$ cat src/rtl/ipid_pkg.sv
// ipid_pkg: transaction payload types, register indexes and constants of the pid step
// shared by the serial multiplier, the top level and the checker; no dependencies

package ipid_pkg;

    // transaction payloads
    typedef struct packed {
        logic               mode;
        logic signed [15:0] error_value;
    } t_in;

    typedef struct packed {
        logic signed [15:0] drive;
        logic               saturated;
    } t_out;

    // input modes
    localparam logic MODE_STEP  = 1'b0;
    localparam logic MODE_CLEAR = 1'b1;

    // configuration register indexes
    localparam int CFG_IDX_W = 3;
    localparam logic [CFG_IDX_W-1:0] CFG_KP     = 3'd0;
    localparam logic [CFG_IDX_W-1:0] CFG_KI_TS  = 3'd1;
    localparam logic [CFG_IDX_W-1:0] CFG_KD_TS  = 3'd2;
    localparam logic [CFG_IDX_W-1:0] CFG_LIMIT  = 3'd3;
    localparam int CFG_DATA_W = 24;

    // register reset values
    localparam logic [15:0] KP_RESET    = 16'd256;
    localparam logic [14:0] LIMIT_RESET = 15'd32767;

    // filter coefficient 0.005 in q0.16 and integral clamp of 5.0 in q8.8
    localparam logic [8:0]  LPF_COEF    = 9'd328;
    localparam logic [11:0] INTEG_CLAMP = 12'd1280;

    // serial multiplier geometry
    localparam int MC_W   = 43;            // signed multiplicand
    localparam int MP_W   = 24;            // unsigned multiplier, one bit per cycle
    localparam int PROD_W = MC_W + MP_W;
    localparam int STEP_W = 5;

    localparam logic [STEP_W-1:0] STEPS_P = 5'd16;
    localparam logic [STEP_W-1:0] STEPS_I = 5'd16;
    localparam logic [STEP_W-1:0] STEPS_R = 5'd24;
    localparam logic [STEP_W-1:0] STEPS_F = 5'd9;

    typedef struct packed {
        logic              start;
        logic [STEP_W-1:0] steps;
    } t_mul_ctrl;

    typedef struct packed {
        logic busy;
        logic done;
    } t_mul_stat;

endpackage

$ cat src/rtl/ipid_mul.sv
// ipid_mul: shift-add multiplier, signed multiplicand times unsigned multiplier,
// one multiplier bit per cycle, lsb first; depends on ipid_pkg

module ipid_mul
    import ipid_pkg::*;
(
    input  logic                     i_clk,
    input  logic                     i_rst_n,
    input  t_mul_ctrl                i_ctrl,
    input  logic [MC_W-1:0]          i_mcand,
    input  logic [MP_W-1:0]          i_mplier,
    output t_mul_stat                o_stat,
    output logic [PROD_W-1:0]        o_prod
);

    logic [PROD_W-1:0] r_prod;
    logic [MC_W-1:0]   r_mcand;
    logic [STEP_W-1:0] r_count;
    logic              r_busy;
    logic              r_done;

    logic [MC_W:0]     w_hi;
    logic [MC_W:0]     w_add;
    logic [MC_W:0]     w_sum;

    // partial product lands on the high half, then everything moves right
    assign w_hi  = {r_prod[PROD_W-1], r_prod[PROD_W-1:MP_W]};
    assign w_add = r_prod[0] ? {r_mcand[MC_W-1], r_mcand} : '0;
    assign w_sum = w_hi + w_add;

    always_ff @(posedge i_clk) begin
        if (!i_rst_n) begin
            r_busy  <= 1'b0;
            r_done  <= 1'b0;
            r_count <= '0;
        end else begin
            r_done <= 1'b0;
            if (i_ctrl.start) begin
                r_prod  <= {{MC_W{1'b0}}, i_mplier};
                r_mcand <= i_mcand;
                r_count <= i_ctrl.steps;
                r_busy  <= 1'b1;
            end else if (r_busy) begin
                r_prod  <= {w_sum, r_prod[MP_W-1:1]};
                r_count <= r_count - 1'b1;
                if (r_count == 5'd1) begin
                    r_busy <= 1'b0;
                    r_done <= 1'b1;
                end
            end
        end
    end

    assign o_stat.busy = r_busy;
    assign o_stat.done = r_done;
    assign o_prod      = r_prod;

endmodule

$ cat src/rtl/incremental_pid_controller_top.sv
// incremental_pid_controller_top: velocity-form pid step with sequencer and datapath
// uses ipid_pkg for payload types and constants, and ipid_mul for every product
//
//  channel | direction | handshake             | payload
//  --------+-----------+-----------------------+------------------------------
//  in      | to block  | i_in_valid/o_in_stall | i_in_data   (t_in)
//  out     | from block| o_out_valid/i_out_stall| o_out_data (t_out)
//  cfg     | to block  | i_cfg_valid/o_cfg_ready| i_cfg_index, i_cfg_data
//
// a control transaction runs its four products (kp, ki*ts, kd/ts, filter
// coefficient) one after another through the single shift-add unit, each for
// the bit steps set in ipid_pkg, with sequencing states around them (a start
// and a wait state per product, filter update, two sum steps, saturation and
// hand-off); after the hand-off the block is idle and takes the next transaction
// a clear transaction goes from idle straight to the hand-off state
// one transaction is in work at a time; the result register lets the next
// transaction be accepted while the previous result still waits downstream;
// a finished result meeting a full, stalled result register holds o_in_stall high
// reset is synchronous and active low; registers return to their reset values
// and the history is zeroed; cfg writes are always taken (o_cfg_ready stays high)

module incremental_pid_controller_top
    import ipid_pkg::*;
(
    input  logic                  i_clk,
    input  logic                  i_rst_n,
    // input transactions
    input  logic                  i_in_valid,
    output logic                  o_in_stall,
    input  t_in                   i_in_data,
    // result transactions
    output logic                  o_out_valid,
    input  logic                  i_out_stall,
    output t_out                  o_out_data,
    // register writes
    input  logic                  i_cfg_valid,
    output logic                  o_cfg_ready,
    input  logic [CFG_IDX_W-1:0]  i_cfg_index,
    input  logic [CFG_DATA_W-1:0] i_cfg_data
);

    typedef enum logic [3:0] {
        S_IDLE,
        S_P_GO,  S_P_WAIT,
        S_I_GO,  S_I_WAIT,
        S_R_GO,  S_R_WAIT,
        S_F_GO,  S_F_WAIT,
        S_F_ADD,
        S_SUM1,  S_SUM2,
        S_SAT,
        S_OUT
    } t_state;

    t_state r_state;

    // configuration registers
    logic [15:0] r_kp;
    logic [15:0] r_ki;
    logic [23:0] r_kd;
    logic [14:0] r_lim;

    // controller history
    logic [15:0] r_ep;      // previous error
    logic [15:0] r_ep2;     // error before that
    logic [15:0] r_dp;      // previous saturated drive
    logic [31:0] r_df;      // filtered derivative, q16.16

    // working registers for the transaction in flight
    logic [15:0] r_e;
    logic [25:0] r_p;
    logic [11:0] r_i;
    logic [42:0] r_diff;
    logic [36:0] r_t;
    logic [27:0] r_acc;
    t_out        r_res;

    // result register
    logic        r_out_valid;
    t_out        r_out;

    // multiplier hookup
    t_mul_ctrl         w_mul_ctrl;
    t_mul_stat         w_mul_stat;
    logic [MC_W-1:0]   w_mcand;
    logic [MP_W-1:0]   w_mplier;
    logic [PROD_W-1:0] w_prod;

    // datapath terms
    logic [16:0] w_d1;      // e - e1
    logic [17:0] w_dd;      // e - 2*e1 + e2
    logic [33:0] w_p_rnd;
    logic [32:0] w_i_rnd;
    logic [16:0] w_i_raw;
    logic [11:0] w_i_clamp;
    logic [42:0] w_raw_diff;
    logic [52:0] w_t_rnd;
    logic [37:0] w_df_sum;
    logic [31:0] w_df_sat;
    logic [32:0] w_d_rnd;
    logic [27:0] w_lim;
    logic [27:0] w_sum1;
    logic [27:0] w_sum2;
    logic        w_in_take;
    logic        w_out_free;

    assign w_in_take  = i_in_valid && !o_in_stall;
    assign w_out_free = !r_out_valid || !i_out_stall;

    // differences of the error history
    assign w_d1 = {r_e[15], r_e} - {r_ep[15], r_ep};
    assign w_dd = {{2{r_e[15]}}, r_e} - {r_ep[15], r_ep, 1'b0} + {{2{r_ep2[15]}}, r_ep2};

    // operand selection for the shared multiplier
    always_comb begin
        w_mul_ctrl.start = 1'b0;
        w_mul_ctrl.steps = STEPS_P;
        w_mcand          = {{26{w_d1[16]}}, w_d1};
        w_mplier         = {8'd0, r_kp};
        unique case (r_state)
            S_P_GO: begin
                w_mul_ctrl.start = 1'b1;
            end
            S_I_GO: begin
                w_mul_ctrl.start = 1'b1;
                w_mul_ctrl.steps = STEPS_I;
                w_mcand          = {{27{r_e[15]}}, r_e};
                w_mplier         = {8'd0, r_ki};
            end
            S_R_GO: begin
                w_mul_ctrl.start = 1'b1;
                w_mul_ctrl.steps = STEPS_R;
                w_mcand          = {{25{w_dd[17]}}, w_dd};
                w_mplier         = r_kd;
            end
            S_F_GO: begin
                w_mul_ctrl.start = 1'b1;
                w_mul_ctrl.steps = STEPS_F;
                w_mcand          = r_diff;
                w_mplier         = {15'd0, LPF_COEF};
            end
            default: begin
            end
        endcase
    end

    ipid_mul u_mul (
        .i_clk    (i_clk),
        .i_rst_n  (i_rst_n),
        .i_ctrl   (w_mul_ctrl),
        .i_mcand  (w_mcand),
        .i_mplier (w_mplier),
        .o_stat   (w_mul_stat),
        .o_prod   (w_prod)
    );

    // product extraction: after n steps the product sits at the top, ending at bit 24-n
    // proportional term, round half up by 2^8
    assign w_p_rnd = {w_prod[40], w_prod[40:8]} + 34'd128;

    // integral term, round by 2^16 then clamp to +/- 5.0
    assign w_i_rnd = {w_prod[39], w_prod[39:8]} + 33'h0_8000;
    assign w_i_raw = w_i_rnd[32:16];
    always_comb begin
        if ($signed(w_i_raw) > $signed({5'd0, INTEG_CLAMP})) begin
            w_i_clamp = INTEG_CLAMP;
        end else if ($signed(w_i_raw) < -$signed({5'd0, INTEG_CLAMP})) begin
            w_i_clamp = -INTEG_CLAMP;
        end else begin
            w_i_clamp = w_i_raw[11:0];
        end
    end

    // raw derivative minus its filtered value, feeds the filter product
    assign w_raw_diff = {w_prod[41], w_prod[41:0]} - {{11{r_df[31]}}, r_df};

    // filter increment, round by 2^16
    assign w_t_rnd = {w_prod[66], w_prod[66:15]} + 53'h8000;

    // filter update saturates to the 32-bit signed range
    assign w_df_sum = {{6{r_df[31]}}, r_df} + {r_t[36], r_t};
    always_comb begin
        if (w_df_sum[37:31] == 7'h00 || w_df_sum[37:31] == 7'h7f) begin
            w_df_sat = w_df_sum[31:0];
        end else if (w_df_sum[37]) begin
            w_df_sat = 32'h8000_0000;
        end else begin
            w_df_sat = 32'h7fff_ffff;
        end
    end

    // derivative term in q8.8
    assign w_d_rnd = {r_df[31], r_df} + 33'd128;

    // drive sum
    assign w_sum1 = {{12{r_dp[15]}}, r_dp} + {{2{r_p[25]}}, r_p} + {{16{r_i[11]}}, r_i};
    assign w_sum2 = r_acc + {{3{w_d_rnd[32]}}, w_d_rnd[32:8]};
    assign w_lim  = {13'd0, r_lim};

    always_ff @(posedge i_clk) begin
        if (!i_rst_n) begin
            r_state     <= S_IDLE;
            r_kp        <= KP_RESET;
            r_ki        <= '0;
            r_kd        <= '0;
            r_lim       <= LIMIT_RESET;
            r_ep        <= '0;
            r_ep2       <= '0;
            r_dp        <= '0;
            r_df        <= '0;
            r_out_valid <= 1'b0;
        end else begin
            // register writes; the user must issue them only while idle, the block does not enforce it
            if (i_cfg_valid) begin
                unique case (i_cfg_index)
                    CFG_KP:    r_kp  <= i_cfg_data[15:0];
                    CFG_KI_TS: r_ki  <= i_cfg_data[15:0];
                    CFG_KD_TS: r_kd  <= i_cfg_data;
                    CFG_LIMIT: r_lim <= i_cfg_data[14:0];
                    default: begin
                    end
                endcase
            end

            // result register empties when the downstream side takes it
            // and no new result is handed over in the same cycle
            if (r_out_valid && !i_out_stall && r_state != S_OUT) begin
                r_out_valid <= 1'b0;
            end

            unique case (r_state)
                S_IDLE: begin
                    if (w_in_take) begin
                        if (i_in_data.mode == MODE_CLEAR) begin
                            // clear zeroes history and answers with zero drive
                            r_ep    <= '0;
                            r_ep2   <= '0;
                            r_dp    <= '0;
                            r_df    <= '0;
                            r_res   <= '0;
                            r_state <= S_OUT;
                        end else begin
                            r_e     <= i_in_data.error_value;
                            r_state <= S_P_GO;
                        end
                    end
                end
                S_P_GO: r_state <= S_P_WAIT;
                S_P_WAIT: begin
                    if (w_mul_stat.done) begin
                        r_p     <= w_p_rnd[33:8];
                        r_state <= S_I_GO;
                    end
                end
                S_I_GO: r_state <= S_I_WAIT;
                S_I_WAIT: begin
                    if (w_mul_stat.done) begin
                        r_i     <= w_i_clamp;
                        r_state <= S_R_GO;
                    end
                end
                S_R_GO: r_state <= S_R_WAIT;
                S_R_WAIT: begin
                    if (w_mul_stat.done) begin
                        r_diff  <= w_raw_diff;
                        r_state <= S_F_GO;
                    end
                end
                S_F_GO: r_state <= S_F_WAIT;
                S_F_WAIT: begin
                    if (w_mul_stat.done) begin
                        r_t     <= w_t_rnd[52:16];
                        r_state <= S_F_ADD;
                    end
                end
                S_F_ADD: begin
                    r_df    <= w_df_sat;
                    r_state <= S_SUM1;
                end
                S_SUM1: begin
                    r_acc   <= w_sum1;
                    r_state <= S_SUM2;
                end
                S_SUM2: begin
                    r_acc   <= w_sum2;
                    r_state <= S_SAT;
                end
                S_SAT: begin
                    // clamp to +/- limit; a zero limit forces zero drive
                    if ($signed(r_acc) > $signed(w_lim)) begin
                        r_res.drive     <= w_lim[15:0];
                        r_res.saturated <= 1'b1;
                        r_dp            <= w_lim[15:0];
                    end else if ($signed(r_acc) < -$signed(w_lim)) begin
                        r_res.drive     <= -w_lim[15:0];
                        r_res.saturated <= 1'b1;
                        r_dp            <= -w_lim[15:0];
                    end else begin
                        r_res.drive     <= r_acc[15:0];
                        r_res.saturated <= 1'b0;
                        r_dp            <= r_acc[15:0];
                    end
                    r_ep2   <= r_ep;
                    r_ep    <= r_e;
                    r_state <= S_OUT;
                end
                S_OUT: begin
                    if (w_out_free) begin
                        r_out       <= r_res;
                        r_out_valid <= 1'b1;
                        r_state     <= S_IDLE;
                    end
                end
                default: r_state <= S_IDLE;
            endcase
        end
    end

    assign o_in_stall  = (r_state != S_IDLE);
    assign o_out_valid = r_out_valid;
    assign o_out_data  = r_out;
    assign o_cfg_ready = 1'b1;

endmodule

$ cat config.mk
export PLATFORM = sky130hd
export DESIGN_NAME = incremental_pid_controller_top
export DESIGN_NICKNAME = d
export VERILOG_FILES = /design/src/rtl/ipid_pkg.sv /design/src/rtl/ipid_mul.sv /design/src/rtl/incremental_pid_controller_top.sv
export SDC_FILE = /design/constraint.sdc
export NUM_CORES = 1
export LEC_CHECK = 0
export BUFFER_PORTS_ARGS = -buffer_cell sky130_fd_sc_hd__buf_4
export CORE_UTILIZATION = 65
export CTS_CLUSTER_SIZE = 28
export DETAILED_ROUTE_END_ITERATION = 10
export HOLD_SLACK_MARGIN = 0.15
export MAX_ROUTING_LAYER = met4
export PLACE_DENSITY = 0.93
export SYNTH_ARGS = -nofsm -noshare
export SYNTH_HDL_FRONTEND = slang
export SYNTH_HIERARCHICAL = 1
export SYNTH_SLANG_ARGS = --single-unit
export TNS_END_PERCENT = 30
$ cat constraint.sdc
create_clock -name i_clk -period 13.4 [get_ports i_clk]
set_input_delay 2.01 -clock i_clk [delete_from_list [all_inputs] [get_ports i_clk]]
set_output_delay 2.01 -clock i_clk [all_outputs]
set_load 0.03 [all_outputs]
==> results.yml, run 1 <==
layout:
  area_growth_syn_to_layout_pct: 8.57
  layout_commonest_cell: "nand2_1"
  drive_above_1_share_pct: 7.68
  nets: 4099
  final_cell_mix: "nand2_1, a21oi_1, edfxtp_1"
  fillCellCount: 3475
sta:
  fin_ws_ps: 7560
  max_freq_ghz: 0.171
  hold_viol_final: 0
  setup_tns_ps: 0
  worst_slew_margin_rel_pct: 22.1
  period_share_pct: 43.5
  min_period_ps: 5840
  worst_slew_pin_slew_ps: 1170
  setup_viol: 0
  rsz0062_at_grt: "false"
  slew_viol_final: 0
  final.setup_skew_ps: 30.0
grt:
  grt-ovfl-total: 0
  use_met1_pct: 44.6
  grt_pass1_wl_mm: 146
  grt_pass1_vias: 27738
  use_met2_pct: 56.8
  grt_max_degree: 92
  busiest_layer: "met2"
  grt_usage_pct: 35.7
  antenna_found_initial: 1
  met3_usage_pct: 5.74
setup_path:
  crit_slowest_cell: "or3_4"
  timing.rr.end: "r_res[3]$_SDFFCE_PN0P_"
  reg2reg_from: "r_lim[1]$_SDFFE_PN1P_"
  arrival_ps: 6210
  path_class: "reg -> reg"
  cpPeakStageDelay_ps: 440
  crit_chain: "inv_1 -> ha_1 -> or3b_4 -> or3_4 -> or3_4 -> or3_4 -> or3_4 -> nor2_1 -> ha_1 -> nand4_1 -> nor3_1 -> nand3_1 -> nor3_1 -> o2111ai_1 -> a31oi_4 -> buf_4 -> mux2_2 -> a22oi_1 -> nor2_1"
  critPathTopFamily: "simple AND/OR/NAND/NOR gates"
  end_kind: "flip-flop"
  cp_num_buf_inv: 2
  crit_start: "r_lim[1]$_SDFFE_PN1P_"
  crit_top_cell: "or3_4"
  cp_max_fo: 36
  cp.required_ps: 13770
  setup.worst_path.start_class: "flip-flop"
  reg2regPathDepth: 19
  rrSetupSlack_ps: 7560
clock_network:
  numClockSinks: 469
  clockBufferDepth: 3
  clock_latency_ps: 640
  cts_max_level: 2
  cts_tree: "yes"
  hold_buffers: 0
  cts-root-buf: "clkbuf_16"
  cts_buffers: 52
  cts_resized: 0
  clk_pin_slew_ps: 60
  postCtsSetupBuffers: 0
route:
  via_per_inst: 6.56
  drt_iter0_markers: 3528
  vias: 29264
  wl_per_cell_um: 20.7
  drc: 0
  wirelength_mm: 92.4
  detail-route-antenna-nets: 0
  drt_first_pass_iters: 8
placed_design:
  place_congestion: 0.996
  hpwl_mm: 66.2
  place_ws_ps: 7710
  numPortBuffers: 67
logic_synthesis:
  yosysWarnings: 6
  synthesis.area_um2: 33500
  synthCells: 3757
  avgSynthCellArea_um2: 8.93
outcome:
  status: "completed"
power:
  ir_worst_vdd_uv: 156
  power_frac_seq_pct: 35.9
  switching_share_pct: 38.1
  p_sw_uw: 2130
  power_leakage_uw: 0.0143
  combPwrFrac_pct: 37.6
  intPower_uw: 3460
  clkPwrFrac_pct: 26.5
  powerDensity_nw_per_um2: 154
floorplan:
  die-area_um2: 52500
  row_count: 82
  core_um2: 50600
  dieWidth_um: 229
  start_util_pct: 66.3
  io_pins: 69
  die_h_um: 229
worst_hold_path:
  hold_start: "r_res[16]$_SDFFCE_PN0P_"
  whs_path_depth: 0
  min-delay-path-class: "reg -> reg"
  worstHoldEndpoint: "o_out_data[16]$_DFFE_PP_"
flow_run:
  cap_violations: 0
[sequential cells by signal, indices dropped and copies added, names as in the netlist, 4 cells and up]
register and count:
r_df 32, u_mul/r_count 5, r_lim 15, r_state 4, r_acc 28, r_e 16, u_mul/o_prod 67, r_diff 43
r_kd 24, r_kp 16, r_t 37, r_dp 16, r_i 12, r_res 17, o_out_data 17, r_ep2 16
u_mul/r_mcand 43, r_ki 16, r_p 26, r_ep 16
[power by group through the flow]
| stage | Clock [uW] | Combinational (uW) | Sequential, uW |
|---|---|---|---|
| finish | 1480 | 2100 | 2010 |
| global route | 1540 | 2280 | 2020 |
| CTS | 1490 | 2050 | 1990 |
| detailed placement | 0 | 2010 | 2020 |
| global placement | 0 | 1960 | 2020 |
| floorplan | 0 | 1580 | 1920 |
[how the worst max path moves through the flow]
stage,to,slack [ps],cells past startpoint
3_5_place_dp,r_res[3]$_SDFFCE_PN0P_,7710,19
4_1_cts,r_res[3]$_SDFFCE_PN0P_,7640,19
6_report,r_res[3]$_SDFFCE_PN0P_,7560,19
5_1_grt,r_res[3]$_SDFFCE_PN0P_,7390,19
2_1_floorplan,r_res[3]$_SDFFCE_PN0P_,8160,20
3_3_place_gp,r_res[3]$_SDFFCE_PN0P_,7890,19
[per-layer routing]
metal | wire length [um] | vias to the layer above
li1 | - | 13509
met1 | 35200 | 13716
met2 | 42800 | 1665
met3 | 9780 | 374
met4 | 4660 | 0
met5 | 0 | -
[through the flow]
step                hold WS, ps  total power [uW]  cells  instance area (um^2)  util (%)
global placement            401              3980   4363                 34600      68.5
finish                      414              5590   4462                 36400      72.0
global route                429              5840   4461                 36400      72.0
CTS                         417              5530   4461                 36400      72.0
floorplan                   400              3500   3758                 33500         -
detailed placement          405              4040   4363                 34600      68.5
[final cells by class]
class / instances / area (um^2) / area share [%]
repair buffers: 101 / 758 / 2.08
clock inverters: 33 / 345 / 0.948
clock buffers: 65 / 1430 / 3.93
well taps: 672 / 841 / 2.31
multi-input cells: 2930 / 19900 / 54.6
diodes: 1 / 2.50 / 0.00687
inverters: 191 / 718 / 1.97
flip-flops and latches: 469 / 12500 / 34.2
Note: power is estimated with default switching activity, not from simulation.
==> run 2, diff against run 1 <==
- ABC_AREA: default -> 1
- clock period: 13.4 -> 6.05 ns (I/O delays scaled with it)
==> run 2 against run 1 <==
Effect of this change:
- register-to-register slack worse by 5700 ps
- sequential cell count unchanged
- count of clock-buffer cells in the layout unchanged
- combinational power up 140%
- critical path depth up 4
- sequential share of layout area down 1.4 points
- clock power up 130%
- die area up 4.2%
- power up 130%
- via count up 13%
- highest routed layer unchanged
==> results.yml, run 2 <==
outcome:
  status: "completed"
placed_design:
  numPortBuffers: 67
  place_area_um2: 36200
  place_congestion: 1.06
  hpwl_mm: 79.8
  place_ws_ps: 2000
layout:
  final_util_pct: 71.8
  largest_register_ffs: 67
  nets: 5132
  drive_above_1_share_pct: 6.58
  final_cell_mix: "nand2_1, inv_1, a21oi_1"
  area_growth_syn_to_layout_pct: 8.61
  fin_area_um2: 38000
  layout_commonest_cell: "nand2_1"
  fillCellCount: 4063
sta:
  setup_viol: 0
  worst_slew_pin_slew_ps: 1240
  slew_viol_final: 0
  final.setup_skew_ps: 22.9
  period_share_pct: 68.4
  worst_slew_margin_rel_pct: 17.4
  max_freq_ghz: 0.241
  rsz0062_at_grt: "false"
  setup_tns_ps: 0
  hold_viol_final: 0
  min_period_ps: 4140
  timing.hold.ws_ps: 424
  fin_ws_ps: 1910
setup_path:
  cp_max_fo: 7
  end_kind: "flip-flop"
  path_class: "reg -> reg"
  setup.worst_path.start_class: "flip-flop"
  timing.rr.end: "r_acc[26]$_DFFE_PP_"
  arrival_ps: 4520
  rrSetupSlack_ps: 1910
  reg2reg_from: "r_df[8]$_SDFFE_PN0P_"
  reg2regPathDepth: 23
  cp.required_ps: 6420
power:
  power_leakage_uw: 0.0174
  ir_worst_vdd_uv: 302
  p_sw_uw: 5300
  switching_share_pct: 41.0
  clkPwrFrac_pct: 25.9
  combPwrFrac_pct: 39.3
  intPower_uw: 7620
  powerDensity_nw_per_um2: 340
  power_frac_seq_pct: 34.8
floorplan:
  die-area_um2: 54700
  die_h_um: 234
  start_util_pct: 66.1
  io_pins: 69
  row_count: 84
  dieWidth_um: 234
  core_um2: 52900
grt:
  grt_pass1_vias: 31022
  grt_pass1_wl_mm: 164
  antenna_found_initial: 1
  grt-ovfl-total: 0
  grt_usage_pct: 39.4
  grt_max_degree: 77
clock_network:
  clockBufferDepth: 3
  hold_buffers: 0
  cts_max_level: 2
  postCtsSetupBuffers: 0
  cts_tree: "yes"
  numClockSinks: 469
  clk_pin_slew_ps: 70
  cts_buffers: 50
  cts-root-buf: "clkbuf_16"
  cts_resized: 0
  clock_latency_ps: 620
worst_hold_path:
  hold_start: "r_res[0]$_SDFFCE_PN0P_"
  min-delay-path-class: "reg -> reg"
  worstHoldEndpoint: "o_out_data[0]$_DFFE_PP_"
  whs_path_depth: 0
route:
  vias: 33147
  wirelength_mm: 105
  detail-route-antenna-nets: 0
  via_per_inst: 6.02
  wl_per_cell_um: 19.1
  drt_first_pass_iters: 7
  drt_iter0_markers: 4047
  drc: 0
flow_run:
  cap_violations: 0
logic_synthesis:
  avgSynthCellArea_um2: 7.40
  synthesis.area_um2: 35000
  yosysWarnings: 6
  synthCells: 4726
-- run 2: layer usage --
layer	up-vias	GRT usage, %	routed length [um]
li1	15674	-	-
met1	15295	50.5	41800
met2	1806	63.1	48400
met3	372	5.12	9820
met4	0	16.4	4940
met5	-	-	0
-- run 2: worst max-delay path: stages, from the launching register on --
cell and delay [ps]:
dfxtp_1 450, ha_1 260, nand3_2 140, nor2_2 160
nand4_1 220, nor4_4 300, nand4_2 170, nor3_2 190
nand2_1 90, nor3_1 190, xor2_1 160, inv_1 70
ha_1 390, nand4_1 150, nor3_1 220, nand3_1 110
nand3_1 130, nand2_1 80, nand2_1 60, nand2_1 40
nand2_1 80, a21oi_1 70, o21ai_0 120, nand2_1 60
-- run 2: how the worst max path moves through the flow --
stage / startpoint / end / slack (ps) / cells past startpoint
2_1_floorplan: i_rst_n / r_diff[0]$_DFFE_PP_ / 60 / 3
3_3_place_gp: r_lim[0]$_SDFFE_PN1P_ / r_res[1]$_SDFFCE_PN0P_ / 2210 / 17
3_5_place_dp: r_df[8]$_SDFFE_PN0P_ / r_acc[26]$_DFFE_PP_ / 2000 / 23
4_1_cts: r_df[8]$_SDFFE_PN0P_ / r_acc[26]$_DFFE_PP_ / 1970 / 23
5_1_grt: r_df[8]$_SDFFE_PN0P_ / r_acc[26]$_DFFE_PP_ / 1430 / 23
6_report: r_df[8]$_SDFFE_PN0P_ / r_acc[26]$_DFFE_PP_ / 1910 / 23
-- run 2: power groups by stage --
stage               registers [uW]  clock network [uW]  logic, uW
finish                        4500                3340       5070
global route                  4510                3480       5570
CTS                           4470                3350       4900
detailed placement            4530                   0       4850
global placement              4530                   0       4740
floorplan                     4340                   0       3590
-- run 2: metrics by stage --
step                      instances  total power [uW]
after floorplan                4727              7920
after global placement         5414              9260
after detailed placement       5414              9380
after CTS                      5508             12700
after global routing           5509             13600
final                          5509             12900
-- run 2: cell type report --
| class | count | area, um^2 | area share [%] |
|---|---|---|---|
| Antenna cell | 1 | 2.50 | 0.00659 |
| Clock buffer | 65 | 1430 | 3.77 |
| Clock inverter | 29 | 350 | 0.923 |
| Inverter | 711 | 2670 | 7.03 |
| Multi-Input combinational cell | 3451 | 19500 | 51.3 |
| Sequential cell | 469 | 12500 | 32.8 |
| Tap cell | 688 | 861 | 2.27 |
| Timing Repair Buffer | 95 | 713 | 1.88 |
